File: src/rtl/core/nbdscsi_pkg.sv
package nbdscsi_pkg;

	// request header constants
	localparam logic [31:0] REQ_MAGIC = 32'h2560_9513;

	localparam logic [15:0] CMD_READ  = 16'd0;
	localparam logic [15:0] CMD_WRITE = 16'd1;
	localparam logic [15:0] CMD_DISC  = 16'd2;
	localparam logic [15:0] CMD_FLUSH = 16'd3;

	// result kinds
	localparam logic [2:0] KIND_READ  = 3'd0;
	localparam logic [2:0] KIND_WRITE = 3'd1;
	localparam logic [2:0] KIND_SYNC  = 3'd2;
	localparam logic [2:0] KIND_REPLY = 3'd3;
	localparam logic [2:0] KIND_CLOSE = 3'd4;

	// reply status
	localparam logic STATUS_OK    = 1'b0;
	localparam logic STATUS_INVAL = 1'b1;

	// configuration register indexes
	localparam logic [1:0] REG_BLK_BYTES    = 2'd0;
	localparam logic [1:0] REG_TOTAL_BLOCKS = 2'd1;

	localparam logic [16:0] BLK_BYTES_RST = 17'd512;

	// most commands per request before the reply
	localparam int MAX_CMDS = 5;

	// default limits
	localparam int MAX_REQUEST_BYTES_DEF = 134217728;
	localparam int CHUNK_BLOCKS_DEF      = 65535;

endpackage

File: src/rtl/core/nbdscsi_div.sv
module nbdscsi_div (
	input  logic        clk,
	input  logic        arst_n,
	input  logic        start,
	input  logic [63:0] offset,
	input  logic [31:0] length,
	input  logic [16:0] divisor,
	output logic        done,
	output logic [63:0] lba,
	output logic [31:0] nblk,
	output logic        off_rem_nz,
	output logic        len_rem_nz
);

	logic [5:0]  cnt_q;
	logic        busy_q;
	logic        done_q;
	logic [63:0] oq_q;
	logic [31:0] lq_q;
	logic [16:0] orem_q;
	logic [16:0] lrem_q;
	logic [17:0] o_trial;
	logic [17:0] l_trial;
	logic [17:0] o_diff;
	logic [17:0] l_diff;
	logic        o_ge;
	logic        l_ge;

	// one quotient bit per cycle for each dividend
	assign o_trial = {orem_q, oq_q[63]};
	assign l_trial = {lrem_q, lq_q[31]};
	assign o_ge    = o_trial >= {1'b0, divisor};
	assign l_ge    = l_trial >= {1'b0, divisor};
	assign o_diff  = o_trial - {1'b0, divisor};
	assign l_diff  = l_trial - {1'b0, divisor};

	// control: 64 steps, length joins for the last 32
	always_ff @(posedge clk or negedge arst_n) begin
		if (!arst_n) begin
			busy_q <= 1'b0;
			done_q <= 1'b0;
			cnt_q  <= '0;
		end else begin
			done_q <= 1'b0;
			if (start) begin
				busy_q <= 1'b1;
				cnt_q  <= '1;
			end else if (busy_q) begin
				cnt_q <= cnt_q - 6'd1;
				if (cnt_q == 6'd0) begin
					busy_q <= 1'b0;
					done_q <= 1'b1;
				end
			end
		end
	end

	// shift registers holding remainder and quotient
	always_ff @(posedge clk) begin
		if (start) begin
			oq_q   <= offset;
			lq_q   <= length;
			orem_q <= '0;
			lrem_q <= '0;
		end else if (busy_q) begin
			orem_q <= o_ge ? o_diff[16:0] : o_trial[16:0];
			oq_q   <= {oq_q[62:0], o_ge};
			if (!cnt_q[5]) begin
				lrem_q <= l_ge ? l_diff[16:0] : l_trial[16:0];
				lq_q   <= {lq_q[30:0], l_ge};
			end
		end
	end

	assign done       = done_q;
	assign lba        = oq_q;
	assign nblk       = lq_q;
	assign off_rem_nz = orem_q != 17'd0;
	assign len_rem_nz = lrem_q != 17'd0;

endmodule

File: src/rtl/core/nbd_request_to_scsi_translator_core.sv
// sequence: a close or single-reply request goes from accept to its result state, a flush
// to its sync and then its reply state; a read or write runs a bit-serial divide
// by the block length, waits in the divide state to see it done, passes the check state,
// then issues one command per cycle unless the output stalls, and the reply last
// a new request is taken only in idle, once the last reply or close is registered;
// arst_n opens the session, block length 512, total_blocks 0
module nbd_request_to_scsi_translator_core #(
	parameter int MAX_REQUEST_BYTES = nbdscsi_pkg::MAX_REQUEST_BYTES_DEF,
	parameter int CHUNK_BLOCKS      = nbdscsi_pkg::CHUNK_BLOCKS_DEF
) (
	input  logic        clk,
	input  logic        arst_n,
	input  logic        in_valid,
	output logic        in_ready,
	input  logic [31:0] request_magic,
	input  logic [15:0] command_type,
	input  logic [63:0] request_handle,
	input  logic [63:0] byte_offset,
	input  logic [31:0] byte_length,
	output logic        out_valid,
	input  logic        out_ready,
	output logic [2:0]  result_kind,
	output logic [31:0] logical_block,
	output logic [15:0] block_count,
	output logic        reply_status,
	output logic [63:0] reply_handle,
	output logic [31:0] payload_bytes,
	output logic        last_of_run,
	input  logic        cfg_valid,
	output logic        cfg_ready,
	input  logic [1:0]  cfg_index,
	input  logic [31:0] cfg_data
);

	localparam logic [31:0] MAX_BYTES = 32'(MAX_REQUEST_BYTES);
	localparam logic [15:0] CHUNK     = 16'(CHUNK_BLOCKS);
	localparam logic [31:0] MAX_RUN   = 32'(nbdscsi_pkg::MAX_CMDS * CHUNK_BLOCKS);

	localparam logic [2:0] ST_IDLE  = 3'd0;
	localparam logic [2:0] ST_DIV   = 3'd1;
	localparam logic [2:0] ST_CHK   = 3'd2;
	localparam logic [2:0] ST_CMD   = 3'd3;
	localparam logic [2:0] ST_SYNC  = 3'd4;
	localparam logic [2:0] ST_REPLY = 3'd5;
	localparam logic [2:0] ST_CLOSE = 3'd6;

	logic [2:0]  state_q;
	logic        closed_q;
	logic [16:0] blk_bytes_q;
	logic [31:0] total_blocks_q;
	logic [63:0] handle_q;
	logic        is_write_q;
	logic        status_q;
	logic [31:0] drain_q;
	logic [31:0] lba_q;
	logic [31:0] left_q;

	logic        out_valid_q;
	logic [2:0]  kind_q;
	logic [31:0] lblk_q;
	logic [15:0] bcnt_q;
	logic        ostat_q;
	logic [63:0] ohandle_q;
	logic [31:0] pay_q;
	logic        last_q;

	logic        accept;
	logic        slot_free;
	logic        emit;
	logic        div_start;
	logic        div_done;
	logic [63:0] div_lba;
	logic [31:0] div_nblk;
	logic        off_rem_nz;
	logic        len_rem_nz;
	logic        pre_bad;
	logic        is_rw;
	logic [32:0] end_blk;
	logic        chk_bad;
	logic [15:0] chunk;
	logic [32:0] chunk_bytes;

	assign in_ready  = state_q == ST_IDLE;
	assign accept    = in_valid && in_ready;
	assign cfg_ready = 1'b1;
	assign slot_free = !out_valid_q || out_ready;
	assign emit      = slot_free && (state_q == ST_CMD || state_q == ST_SYNC ||
	                   state_q == ST_REPLY || state_q == ST_CLOSE);

	// request classification at accept
	assign is_rw   = command_type == nbdscsi_pkg::CMD_READ ||
	                 command_type == nbdscsi_pkg::CMD_WRITE;
	assign pre_bad = blk_bytes_q == 17'd0 || byte_length == 32'd0 ||
	                 byte_length > MAX_BYTES;
	assign div_start = accept && !closed_q && request_magic == nbdscsi_pkg::REQ_MAGIC &&
	                   is_rw && !pre_bad;

	nbdscsi_div u_div (
		.clk        (clk),
		.arst_n     (arst_n),
		.start      (div_start),
		.offset     (byte_offset),
		.length     (byte_length),
		.divisor    (blk_bytes_q),
		.done       (div_done),
		.lba        (div_lba),
		.nblk       (div_nblk),
		.off_rem_nz (off_rem_nz),
		.len_rem_nz (len_rem_nz)
	);

	// bounds and run length check
	assign end_blk = {1'b0, div_lba[31:0]} + {1'b0, div_nblk};
	assign chk_bad = off_rem_nz || len_rem_nz || div_lba[63:32] != 32'd0 ||
	                 end_blk > {1'b0, total_blocks_q} || div_nblk > MAX_RUN;

	// next command size and its write bytes
	assign chunk       = left_q > {16'd0, CHUNK} ? CHUNK : left_q[15:0];
	assign chunk_bytes = chunk * blk_bytes_q;

	// configuration registers
	always_ff @(posedge clk or negedge arst_n) begin
		if (!arst_n) begin
			blk_bytes_q    <= nbdscsi_pkg::BLK_BYTES_RST;
			total_blocks_q <= '0;
		end else if (cfg_valid) begin
			if (cfg_index == nbdscsi_pkg::REG_BLK_BYTES)
				blk_bytes_q <= cfg_data[16:0];
			else if (cfg_index == nbdscsi_pkg::REG_TOTAL_BLOCKS)
				total_blocks_q <= cfg_data;
		end
	end

	// sequencer
	always_ff @(posedge clk or negedge arst_n) begin
		if (!arst_n) begin
			state_q     <= ST_IDLE;
			closed_q    <= 1'b0;
			out_valid_q <= 1'b0;
		end else begin
			unique case (state_q)
				ST_IDLE: begin
					if (accept && !closed_q) begin
						if (request_magic != nbdscsi_pkg::REQ_MAGIC ||
						    command_type == nbdscsi_pkg::CMD_DISC) begin
							closed_q <= 1'b1;
							state_q  <= ST_CLOSE;
						end else if (command_type == nbdscsi_pkg::CMD_FLUSH)
							state_q <= ST_SYNC;
						else if (!is_rw || pre_bad)
							state_q <= ST_REPLY;
						else
							state_q <= ST_DIV;
					end
				end
				ST_DIV: begin
					if (div_done)
						state_q <= ST_CHK;
				end
				ST_CHK: begin
					state_q <= chk_bad ? ST_REPLY : ST_CMD;
				end
				ST_CMD: begin
					if (slot_free && left_q == {16'd0, chunk})
						state_q <= ST_REPLY;
				end
				ST_SYNC: begin
					if (slot_free)
						state_q <= ST_REPLY;
				end
				ST_REPLY, ST_CLOSE: begin
					if (slot_free)
						state_q <= ST_IDLE;
				end
				default: state_q <= ST_IDLE;
			endcase
			// output valid: set on a new result, cleared once taken
			if (emit)
				out_valid_q <= 1'b1;
			else if (out_ready)
				out_valid_q <= 1'b0;
		end
	end

	// request context and output register
	always_ff @(posedge clk) begin
		if (accept) begin
			handle_q   <= request_handle;
			is_write_q <= command_type == nbdscsi_pkg::CMD_WRITE;
			status_q   <= (is_rw || command_type != nbdscsi_pkg::CMD_FLUSH) ?
			              nbdscsi_pkg::STATUS_INVAL : nbdscsi_pkg::STATUS_OK;
			drain_q    <= command_type == nbdscsi_pkg::CMD_WRITE ? byte_length : 32'd0;
		end
		if (state_q == ST_CHK) begin
			lba_q  <= div_lba[31:0];
			left_q <= div_nblk;
			if (!chk_bad) begin
				status_q <= nbdscsi_pkg::STATUS_OK;
				drain_q  <= '0;
			end
		end
		if (slot_free) begin
			unique case (state_q)
				ST_CMD: begin
					kind_q    <= is_write_q ? nbdscsi_pkg::KIND_WRITE : nbdscsi_pkg::KIND_READ;
					lblk_q    <= lba_q;
					bcnt_q    <= chunk;
					ostat_q   <= nbdscsi_pkg::STATUS_OK;
					ohandle_q <= '0;
					pay_q     <= is_write_q ? chunk_bytes[31:0] : 32'd0;
					last_q    <= 1'b0;
					lba_q     <= lba_q + {16'd0, chunk};
					left_q    <= left_q - {16'd0, chunk};
				end
				ST_SYNC: begin
					kind_q    <= nbdscsi_pkg::KIND_SYNC;
					lblk_q    <= '0;
					bcnt_q    <= '0;
					ostat_q   <= nbdscsi_pkg::STATUS_OK;
					ohandle_q <= '0;
					pay_q     <= '0;
					last_q    <= 1'b0;
				end
				ST_REPLY: begin
					kind_q    <= nbdscsi_pkg::KIND_REPLY;
					lblk_q    <= '0;
					bcnt_q    <= '0;
					ostat_q   <= status_q;
					ohandle_q <= handle_q;
					pay_q     <= drain_q;
					last_q    <= 1'b1;
				end
				ST_CLOSE: begin
					kind_q    <= nbdscsi_pkg::KIND_CLOSE;
					lblk_q    <= '0;
					bcnt_q    <= '0;
					ostat_q   <= nbdscsi_pkg::STATUS_OK;
					ohandle_q <= '0;
					pay_q     <= '0;
					last_q    <= 1'b1;
				end
				default: begin
					kind_q <= kind_q;
				end
			endcase
		end
	end

	assign out_valid     = out_valid_q;
	assign result_kind   = kind_q;
	assign logical_block = lblk_q;
	assign block_count   = bcnt_q;
	assign reply_status  = ostat_q;
	assign reply_handle  = ohandle_q;
	assign payload_bytes = pay_q;
	assign last_of_run   = last_q;

endmodule

File: config.mk
export PLATFORM = sky130hd
export DESIGN_NAME = nbd_request_to_scsi_translator_core
export DESIGN_NICKNAME = d
export VERILOG_FILES = /design/src/rtl/core/nbdscsi_pkg.sv /design/src/rtl/core/nbdscsi_div.sv /design/src/rtl/core/nbd_request_to_scsi_translator_core.sv
export SDC_FILE = /design/constraint.sdc
export NUM_CORES = 2
export LEC_CHECK = 0
export BUFFER_PORTS_ARGS = -buffer_cell sky130_fd_sc_hd__buf_2
export CORE_MARGIN = 2
export CORE_UTILIZATION = 30
export CTS_BUF_LIST = sky130_fd_sc_hd__clkbuf_4
export CTS_CLUSTER_DIAMETER = 100
export DETAILED_ROUTE_END_ITERATION = 6
export GPL_TIMING_DRIVEN = 0
export PLACE_DENSITY_LB_ADDON = 0.3
export SLEW_MARGIN = 25
export SYNTH_ARGS = -nofsm -noshare
export SYNTH_HDL_FRONTEND = slang
export SYNTH_HIERARCHICAL = 1
export SYNTH_SLANG_ARGS = --single-unit
File: constraint.sdc
create_clock -name clk -period 8.5 [get_ports clk]
set_input_delay 0.425 -clock clk [delete_from_list [all_inputs] [get_ports clk]]
set_output_delay 0.425 -clock clk [all_outputs]
set_load 0.02 [all_outputs]
==> results.cfg <==
[setup_path]
crit_family = adder cells
cp_data_required_time_ns = 9.26
cp.depth = 28
cp.arrival_ns = 8.97
slowest_delay_ns = 0.58
reg2regPathDepth = 28
cp-end-kind = flip-flop
worst_path_max_delay_cell = fa_1
crit_fanout = 10
critPathLaunchType = flip-flop
worst_path_most_repeated_cell = fa_1
crit_type = reg -> reg
cp_num_buf_inv = 8

[final_layout]
layout.nets = 4845
final_util_pct = 37.9
drive_gt1_share_pct = 21.2
synthToLayoutAreaGrowth_pct = 25.5
fillers = 11600

[clocking]
clk_path_buf_depth = 3
cts_max_level = 4
path_clk_slew_ns = 0.07
clock_sink_count = 503
root_buffer = clkbuf_4
clk_latency_ns = 1.06
cts_tree = built
cts-buffers-inserted = 145

[logic_synthesis]
async_flop_share_pct = 12.3
synth_edf_count = 310
synth_compound_area_share_pct = 11.1
synth_mux_area_share_pct = 5.47
syn_area_per_cell_sq_um = 10.3
synthCells = 3355
ys_seq_area_share_pct = 39.2
synth_area_leaders = edfxtp_1, fa_1, ha_1
synth_common_cells = inv_1, nand2_1, edfxtp_1
ys_ff_latch = 503
synth_top_area_cell = edfxtp_1
synth_area_sq_um = 34400
synth_nets = 4031
synth_cell_types = 110
synthXorXnorAreaFrac_pct = 2.44
synth_top_area_share_pct = 27.0
yosysMostFrequentCell = inv_1
ys_warn_count = 6
synth_adder_area_share_pct = 20.2
ys_dominant_reg_cell = edfxtp_1
synth-simple-area-share_pct = 15.8
synth_top_family_by_area = adder cells

[hold_path]
holdCritPathClass = in -> reg
min_path_cells = 2

[global_route]
grt_max_degree = 53
grt_antenna_before_repair = 9
grt_overflow = 0
grt.total_usage_pct = 20.6
grt_pass1_vias = 28700
grt_pass1_wl_microns = 180000

[floorplanning]
num_rows = 124
core_sq_um = 114000
die_width_microns = 343
dieArea_sq_um = 117000
die_h_microns = 343
start_util_pct = 30.2
io-pin-count = 399

[drt]
via_per_inst = 5.00
routed_wl_microns = 122000
ant_nets = 0
first_pass_iters = 6
num_vias = 29000
wl_per_cell_microns = 21.1
drc = 0
drtIter0Drc = 2404

[timing]
holdWs_ns = 0.112
worst_pin_slew_ns = 1.02
clock_skew_ns = 0.0753
fmax_mhz = 122
slew_viol_final = 0
fin_crit_ns = 8.21
hold_violations = 0
relSlewSlack_pct = 32.2
setup_viol = 0
timing.final.crit_share_pct = 96.6

[place]
place_hpwl_microns = 95400
gp_congestion = 0.921
portBuffers = 397

[run]
drv_cap = 0

[outcome]
status = completed
## per-stage QoR
stage / setup slack, ns / cell area [sq um] / std cells / TNS [ns]
2_1_floorplan: 1.22 / 34400 / 3355 / 0
3_3_place_gp: -0.253 / 38300 / 5264 / -1.20
3_5_place_dp: -0.320 / 38600 / 5273 / -1.76
4_1_cts: 0.0227 / 43100 / 5798 / 0
5_1_grt: -0.0185 / 43200 / 5805 / -0.0185
6_report: 0.292 / 43200 / 5805 / 0
## path summary, 6_finish.rpt
path | start | to | slack, ns
max in group asynchronous | arst_n | blk_bytes_q[13] | 6.78
setup / recovery | left_q[27] | payload_bytes[23] | 0.29
hold reg to reg | drain_q[11] | drain_q[11] | 0.45
hold / removal | request_handle[4] | handle_q[4] | 0.11
min in group asynchronous | arst_n | blk_bytes_q[16] | 0.49
setup reg to reg | left_q[27] | payload_bytes[23] | 0.29
## cell families (layout without fill, tap and decap cells)
| family | after synthesis | in the layout |
|---|---|---|
| muxes | 170 | 170 |
| xor gates and xnor gates | 96 | 96 |
| buffers and inverters | 504 | 1435 |
| other | 1 | 8 |
| adders and majority gates | 429 | 429 |
| and+or+nand+nor | 1074 | 1074 |
| DFF | 503 | 503 |
| AOI/OAI and AO/OA | 578 | 578 |
## registers in the layout (all words and copies together) (netlist names), 32 cells and up
| name | flops |
|---|---|
| logical_block | 32 |
| drain_q | 32 |
| payload_bytes | 32 |
| reply_handle | 64 |
| u_div/nblk | 32 |
| left_q | 32 |
| handle_q | 64 |
| lba_q | 32 |
| total_blocks_q | 32 |
| u_div/lba | 64 |
## area by class of cell
type	instances	area [sq um]	area share (%)
clock buffer	217	1630	3.77
timing repair buffer	671	4850	11.2
tap	1512	1890	4.38
multi-input combinational	2348	19000	44.1
inverter	360	1370	3.16
buffer	140	647	1.50
antenna	7	17.5	0.0406
sequential	503	13500	31.2
clock inverter	47	255	0.591
## cells in the final DEF, fill, tap and decap left out, types with 10 or more instances in the layout
cell,instances
and2_1,195
o31ai_1,13
dfxtp_1,131
nand4_1,35
nor4_1,45
o21a_1,15
o21ai_0,110
o21bai_1,13
dlygate4sd3_1,263
a311oi_1,20
xor2_1,34
edfxtp_1,310
buf_2,415
ha_1,216
nand2_1,338
dfrtp_1,61
clkbuf_1,96
clkbuf_4,218
xnor2_1,62
mux2i_1,24
clkinv_1,25
a211oi_1,37
nor2b_1,47
a32oi_1,10
clkinv_2,11
and3_1,25
nand3_1,65
o21ai_1,13
mux2_2,146
nand2b_1,31
fa_1,211
inv_1,352
a31oi_1,25
a21oi_1,173
nor2_1,165
nor3_1,41
a21o_1,46
## per-layer routing
| metal | track usage, % | up-vias | wire length (microns) |
|---|---|---|---|
| met5 | 0 | - | 13 |
| met4 | 6.89 | 2 | 3530 |
| met3 | 4.34 | 195 | 9500 |
| met2 | 32.8 | 1172 | 56000 |
| met1 | 27.7 | 14200 | 53300 |
| li1 | - | 13400 | - |
## worst reg2reg max path: cells and delay by family, from the launching register on
family	cells	cell delay [ns]
flops	1	0.35
buf+inv	8	1.28
compound gates	6	1.22
simple gates	6	1.54
xor+xnor	1	0.21
fa+ha+maj	7	3.35
## timing repair
action,4_1_cts,5_1_grt
hold buffers,260,0
endpoints found under the setup margin,10,14
setup buffers,3,2
cloned,0,0
gates resized for setup,19,27
hold endpoints to repair,309,0
pin swaps,0,0
Power is left out: the tool's default activity adds up to more than one toggle a clock period on the data nets, which glitch-free logic cannot reach.
